--- src/design/etf_pkg.sv ---
// Package for the Euler trail finder: sizes, codes and controller states.
// No dependencies; used by every module of the block but etf_ram.
`default_nettype none
package etf_pkg;
	localparam int MaxVertices = 8;
	localparam int VtxW        = 3;
	localparam int CntW        = 4;
	localparam int StoreDepth  = MaxVertices * (MaxVertices + 1) / 2 + 1;
	localparam int PtrW        = 6;

	localparam logic [1:0] VerdNotConn  = 2'd0;
	localparam logic [1:0] VerdNotEuler = 2'd1;
	localparam logic [1:0] VerdTrail    = 2'd2;
	localparam logic [1:0] VerdCircuit  = 2'd3;

	localparam logic KindVerdict = 1'b0;
	localparam logic KindTrail   = 1'b1;

	typedef enum logic [3:0] {
		ST_IDLE,
		ST_EMPTY,
		ST_REACH,
		ST_DEG,
		ST_WALK,
		ST_WALK_RD,
		ST_VERDICT,
		ST_OUT_RD,
		ST_OUT
	} state_t;

	// Controller to datapath commands.
	typedef struct packed {
		logic load;       // write one edge bit pair
		logic clr_scan;   // reset scan index and flags
		logic scan_empty; // check one row for no edge
		logic reach_step; // one flood pass over all reached rows
		logic deg_step;   // accumulate parity of one row
		logic walk_init;  // push start vertex
		logic walk_step;  // one Hierholzer step, top is valid
		logic out_init;   // start reading trail back
		logic out_rd;     // issue read of next trail entry
		logic emit_verd;  // drive verdict word
		logic emit_trail; // drive trail word
	} cmd_t;

	// Datapath to controller status.
	typedef struct packed {
		logic scan_done;
		logic empty_found;
		logic reach_grew;
		logic reach_full;
		logic bad_parity;
		logic stack_empty;
		logic out_done;
	} stat_t;
endpackage
`default_nettype wire

--- src/design/etf_ctrl.sv ---
// Controller state machine of the Euler trail finder.
// Depends on etf_pkg.
`default_nettype none
module etf_ctrl import etf_pkg::*; (
	input  wire logic  clk,
	input  wire logic  arst_n,
	input  wire logic  start,
	input  wire logic  req_type,
	input  stat_t      st,
	output cmd_t       cmd,
	output logic       busy
);
	state_t state_q, state_d;

	// Hold state
	always_ff @(posedge clk or negedge arst_n) begin
		if (!arst_n) begin
			state_q <= ST_IDLE;
		end else begin
			state_q <= state_d;
		end
	end

	// Next state
	always_comb begin
		state_d = state_q;
		unique case (state_q)
			ST_IDLE: begin
				if (start && req_type) state_d = ST_EMPTY;
			end
			ST_EMPTY: begin
				if (st.empty_found) state_d = ST_VERDICT;
				else if (st.scan_done) state_d = ST_REACH;
			end
			ST_REACH: begin
				if (!st.reach_grew) begin
					state_d = st.reach_full ? ST_DEG : ST_VERDICT;
				end
			end
			ST_DEG: begin
				if (st.scan_done) state_d = st.bad_parity ? ST_VERDICT : ST_WALK_RD;
			end
			ST_WALK_RD: state_d = ST_WALK;
			ST_WALK: begin
				state_d = ST_WALK_RD;
				if (st.stack_empty) state_d = ST_VERDICT;
			end
			ST_VERDICT: begin
				if (st.out_done) state_d = ST_IDLE;
				else state_d = ST_OUT_RD;
			end
			ST_OUT_RD: state_d = ST_OUT;
			ST_OUT: begin
				if (st.out_done) state_d = ST_IDLE;
				else state_d = ST_OUT_RD;
			end
			default: state_d = ST_IDLE;
		endcase
	end

	// Outputs
	always_comb begin
		cmd  = '0;
		busy = (state_q != ST_IDLE);
		unique case (state_q)
			ST_IDLE: begin
				cmd.load     = start && !req_type;
				cmd.clr_scan = start && req_type;
			end
			ST_EMPTY: begin
				cmd.scan_empty = 1'b1;
				if (st.scan_done && !st.empty_found) cmd.clr_scan = 1'b1;
			end
			ST_REACH: begin
				cmd.reach_step = 1'b1;
				if (!st.reach_grew) cmd.clr_scan = 1'b1;
			end
			ST_DEG: begin
				cmd.deg_step  = 1'b1;
				cmd.walk_init = st.scan_done && !st.bad_parity;
			end
			ST_WALK_RD: ;
			ST_WALK: begin
				cmd.walk_step = 1'b1;
				cmd.out_init  = st.stack_empty;
			end
			ST_VERDICT: cmd.emit_verd = 1'b1;
			ST_OUT_RD: cmd.out_rd = 1'b1;
			ST_OUT: cmd.emit_trail = 1'b1;
			default: ;
		endcase
	end
endmodule
`default_nettype wire

--- config.mk ---
export PLATFORM = sky130hd
export DESIGN_NAME = etf_ctrl
export DESIGN_NICKNAME = d
export VERILOG_FILES = /design/src/design/etf_pkg.sv /design/src/design/etf_ctrl.sv
export SDC_FILE = /design/constraint.sdc
export NUM_CORES = 1
export LEC_CHECK = 0
export BUFFER_PORTS_ARGS = -buffer_cell sky130_fd_sc_hd__clkbuf_2
export CELL_PAD_IN_SITES_DETAIL_PLACEMENT = 2
export CELL_PAD_IN_SITES_GLOBAL_PLACEMENT = 2
export CORE_MARGIN = 3
export CORE_UTILIZATION = 24
export CTS_CLUSTER_DIAMETER = 40
export DETAILED_ROUTE_END_ITERATION = 12
export PLACE_DENSITY = 0.74
export SYNTH_ARGS = -nofsm -noshare
export SYNTH_HDL_FRONTEND = slang
export SYNTH_SLANG_ARGS = --single-unit
--- constraint.sdc ---
create_clock -name clk -period 2.15 [get_ports clk]
set_clock_uncertainty 0.2 [all_clocks]
set_input_delay 0.1075 -clock clk [delete_from_list [all_inputs] [get_ports clk]]
set_output_delay 0.1075 -clock clk [all_outputs]
set_load 0.1 [all_outputs]
Word level (Yosys, flattened, before mapping) --
Index checks and enable logic that the tools add are counted.
Storage, ports and cells: output and inout bits 12, memories 0, word-level logic and storage cells 45, bits in writable memories 0, register bits 4, bits in read-only memories 0, bits in latches 0
Cells by class: bitwise logic cells 0, $add $sub $neg 0, reduce and logical (&&, ||, !) cells 11, magnitude comparators 0, muxes and demuxes 21, equality and inequality tests 12, divide/modulo/power cells 0, multipliers 0, shift operators 0
Operators with widths (count):
- $pmux W4 S8 | 1
- $mux W4 | 5
- $eq A4 B3 Y1 const B | 4
- $eq A4 B2 Y1 const B | 2
- $mux W1 | 8
- $mux W2 | 4
- $mux W3 | 2
- $ne A2 B2 Y1 const B | 3
- $eq A4 B1 Y1 const B | 1
- $eq A4 B4 Y1 const B | 1
- $logic_and A1 B1 Y1 | 4
- $logic_not A4 Y1 | 1
- $reduce_and A4 Y1 | 1
- $reduce_bool A4 Y1 | 1
- $logic_not A1 Y1 | 3
- $ne A3 B3 Y1 const B | 1
- $pmux W1 S3 | 1
- $reduce_or A2 Y1 | 1

Longest topological paths before layout --
word-level depth 4, gate-level depth with buffers 6, gate-level depth less buffers 4

Worst setup path after synthesis --
OpenSTA, ideal clock, no wires.
path type register to output, from register state_q[3], to output cmd[3] in the netlist's numbering, stages on the path, launching flop included 5, data required time 1842 ps, data arrival time 3730 ps, setup slack -1887 ps, path buffers 1, path through dfrtp_1 buf_6 nand2b_1 nor3_1 and2_1
RTL lines:
- from (decl) | line etf_ctrl.sv:13 | state_t state_q, state_d;
- from (signal assigned) | line etf_ctrl.sv:20 | state_q <= state_d;
- to (decl) | line etf_ctrl.sv:10 | output cmd_t cmd,

==> flow_summary.yaml <==
outcome:
  outcome: "finished with violations"
  violations: "negative hold slack"
synthesis:
  synth_edf_count: 0
  synth_top_cells_by_area: "dfrtp_1 (20%), nor4b_2 (12%), buf_6 (6.9%)"
  syn_area_per_cell_um2: 8.456
  synth_nets: 69
  yosysSeqAreaShare: 0.2041
  ys.flop_type: "dfrtp_1"
  async_flop_share: 1.000
  syn_area_um2: 490.5
  yosysTopAreaCell: "dfrtp_1"
  synth_cell_types: 32
  synth_cells: 58
  synth.top_cell.area_share: 0.2041
  yosys_warnings: 0
  ys_ff_latch: 4
worst_setup_path:
  startpoint: "state_q[3]"
  cp_max_fo: 13
  reg2regPathDepth: 4
  r2r_start: "state_q[3]"
  end_kind: "output pin"
  path_class: "reg -> out"
  cp-start-kind: "register"
  arrival_ns: 1.73
  crit_chain: "nand2b_1 > nor3_4 > and2_1 > buf_12"
  cpMaxStageDelayCell: "dfrtp_1"
  cpPeakStageDelay_ns: 0.60
  crit_required_ns: 1.84
  r2r_end: "state_q[2]"
  r2r_slack_ns: 0.21
floorplanning:
  core_area_um2: 1821
  fp-row-count: 15
  die_y_um: 51.21
  dieArea_um2: 2622
  start_util: 0.2694
  ios: 23
  fp.dieW_um: 51.21
global_routing:
  grt_pass1_vias: 587
  grt_max_degree: 15
  grt_antenna_before_repair: 0
  grt_pass1_wl_um: 2842
  grt_use_total: 0.1487
  gr-total-overflow: 0
cells_and_area:
  drive_gt1_frac: 0.5366
  syn_to_final_growth_pct: 70.66
  nNetsFinal: 94
  final_core_util: 0.4598
  top_regs: "state_q (4)"
  largest_register: "state_q"
  largest_reg_flops: 4
  antenna_cells: 0
clocking:
  cts_buffers: 3
  postCtsSetupRepairBufs: 0
  cts_buffer_depth: 2
  cts-root-buf: "clkbuf_4"
  cts_tree: "built"
  h-tree-depth: 1
  clk_transition_reported_paths_ns: 0.05
  worst_skew_pair.late_latency_ns: 0.25
  cts_num_sinks: 4
drt:
  drc: 0
  detail_route.wl_per_cell_um: 17.35
  wl_um: 1856
  dr.pass1.iters: 1
  drtIter0Drc: 0
  ant_nets: 0
  dr_total_vias: 531
  viasPerCell: 4.963
timing:
  hold_ws_ns: -0.002380
  fmax_mhz: 490.0
  period_needed_ns: 2.041
  relSlewSlack: 0.5806
  rsz0062_at_grt: "false"
  drv_slew: 0
  setup_viol: 0
  setup_slack_ns: 0.1094
  setup_tns_ns: 0
  worst_pin_slew_ns: 0.6291
  fin_crit_sh: 0.9491
  finalHoldViolCount: 2
placement:
  gp_congestion: 0.7945
  dp_slack_ns: 0.2712
  dp_hpwl_um: 1433
  portBuffers: 22
worst_hold_path:
  worst_hold_path_type: "in -> async"
flow_run:
  cap_violations: 0
==> critical path, delay by kind of cell (launching register included) <==
family,cells,cell delay (ns)
AND/OR/NAND/NOR,3,0.72
flip-flops,1,0.60
buffers and inverters,1,0.18
==> worst max-delay path by stage <==
stage | depth (start not counted) | to
floorplan | 4 | cmd[3]
global placement | 5 | state_q[1]
detailed placement | 4 | state_q[2]
CTS | 4 | cmd[3]
global route | 4 | cmd[5]
finish | 4 | cmd[3]
==> logic make-up after synthesis <==
kind of cell	count (synthesis)	synth area share
buffers and inverters	8	0.1225
multiplexers	1	0.02041
AND/OR/NAND/NOR	33	0.4643
flip-flops	4	0.2041
AO/OA/AOI/OAI	12	0.1888
==> layout by cell type, fill, tap and decap left out, drive strengths merged, types with 2 or more instances in the layout <==
cell type  netlist  layout
clkbuf           1      15
o21ba            2       2
a211oi           2       2
dfrtp            4       4
o21ai            2       2
nand2            7       7
inv              3       3
nor4             2       2
nor4b            5       5
nor2             5       5
and2             2       2
buf              4      13
nor3             3       3
nand2b           4       4
nand3            2       2
==> routing by layer <==
metal	vias up	track usage	routed length, um
met4	0	0.04036	0
met3	0	0.02624	87
li1	258	-	-
met2	19	0.3004	1047
met5	-	0	0
met1	254	0.1517	721
==> synth_stat cells (2+ instances only) <==
master and count:
a211oi_1 2, and2_1 2, buf_6 3, dfrtp_1 4, inv_1 3, nand2_1 6
nand2b_1 3, nand3_1 2, nor2_1 5, nor3_1 3, nor4b_2 4
==> per-stage QoR <==
step / cell area, um2 / std cells
after floorplan: 558.0 / 58
after global placement: 787.0 / 102
after detailed placement: 787.0 / 102
after CTS: 823.3 / 107
after global routing: 837.1 / 107
final: 837.1 / 107
==> cell type report <==
cell class              count  area, um2
multi-input cells          46      399.1
inverters                   3      11.26
flip-flops and latches      4      106.4
clock buffers               4      26.28
well taps                  25      31.28
fillers                   206      983.4
repair buffers             25      262.8
==> what timing repair did <==
item / CTS / global route
setup endpoints to repair: 0 / 5
hold buffers: 1 / 0
resized for setup: 0 / 4
hold endpoints to repair: 4 / 0
Power is left out: the tool's default activity adds up to more than one toggle a clock period on the data nets, which glitch-free logic cannot reach.
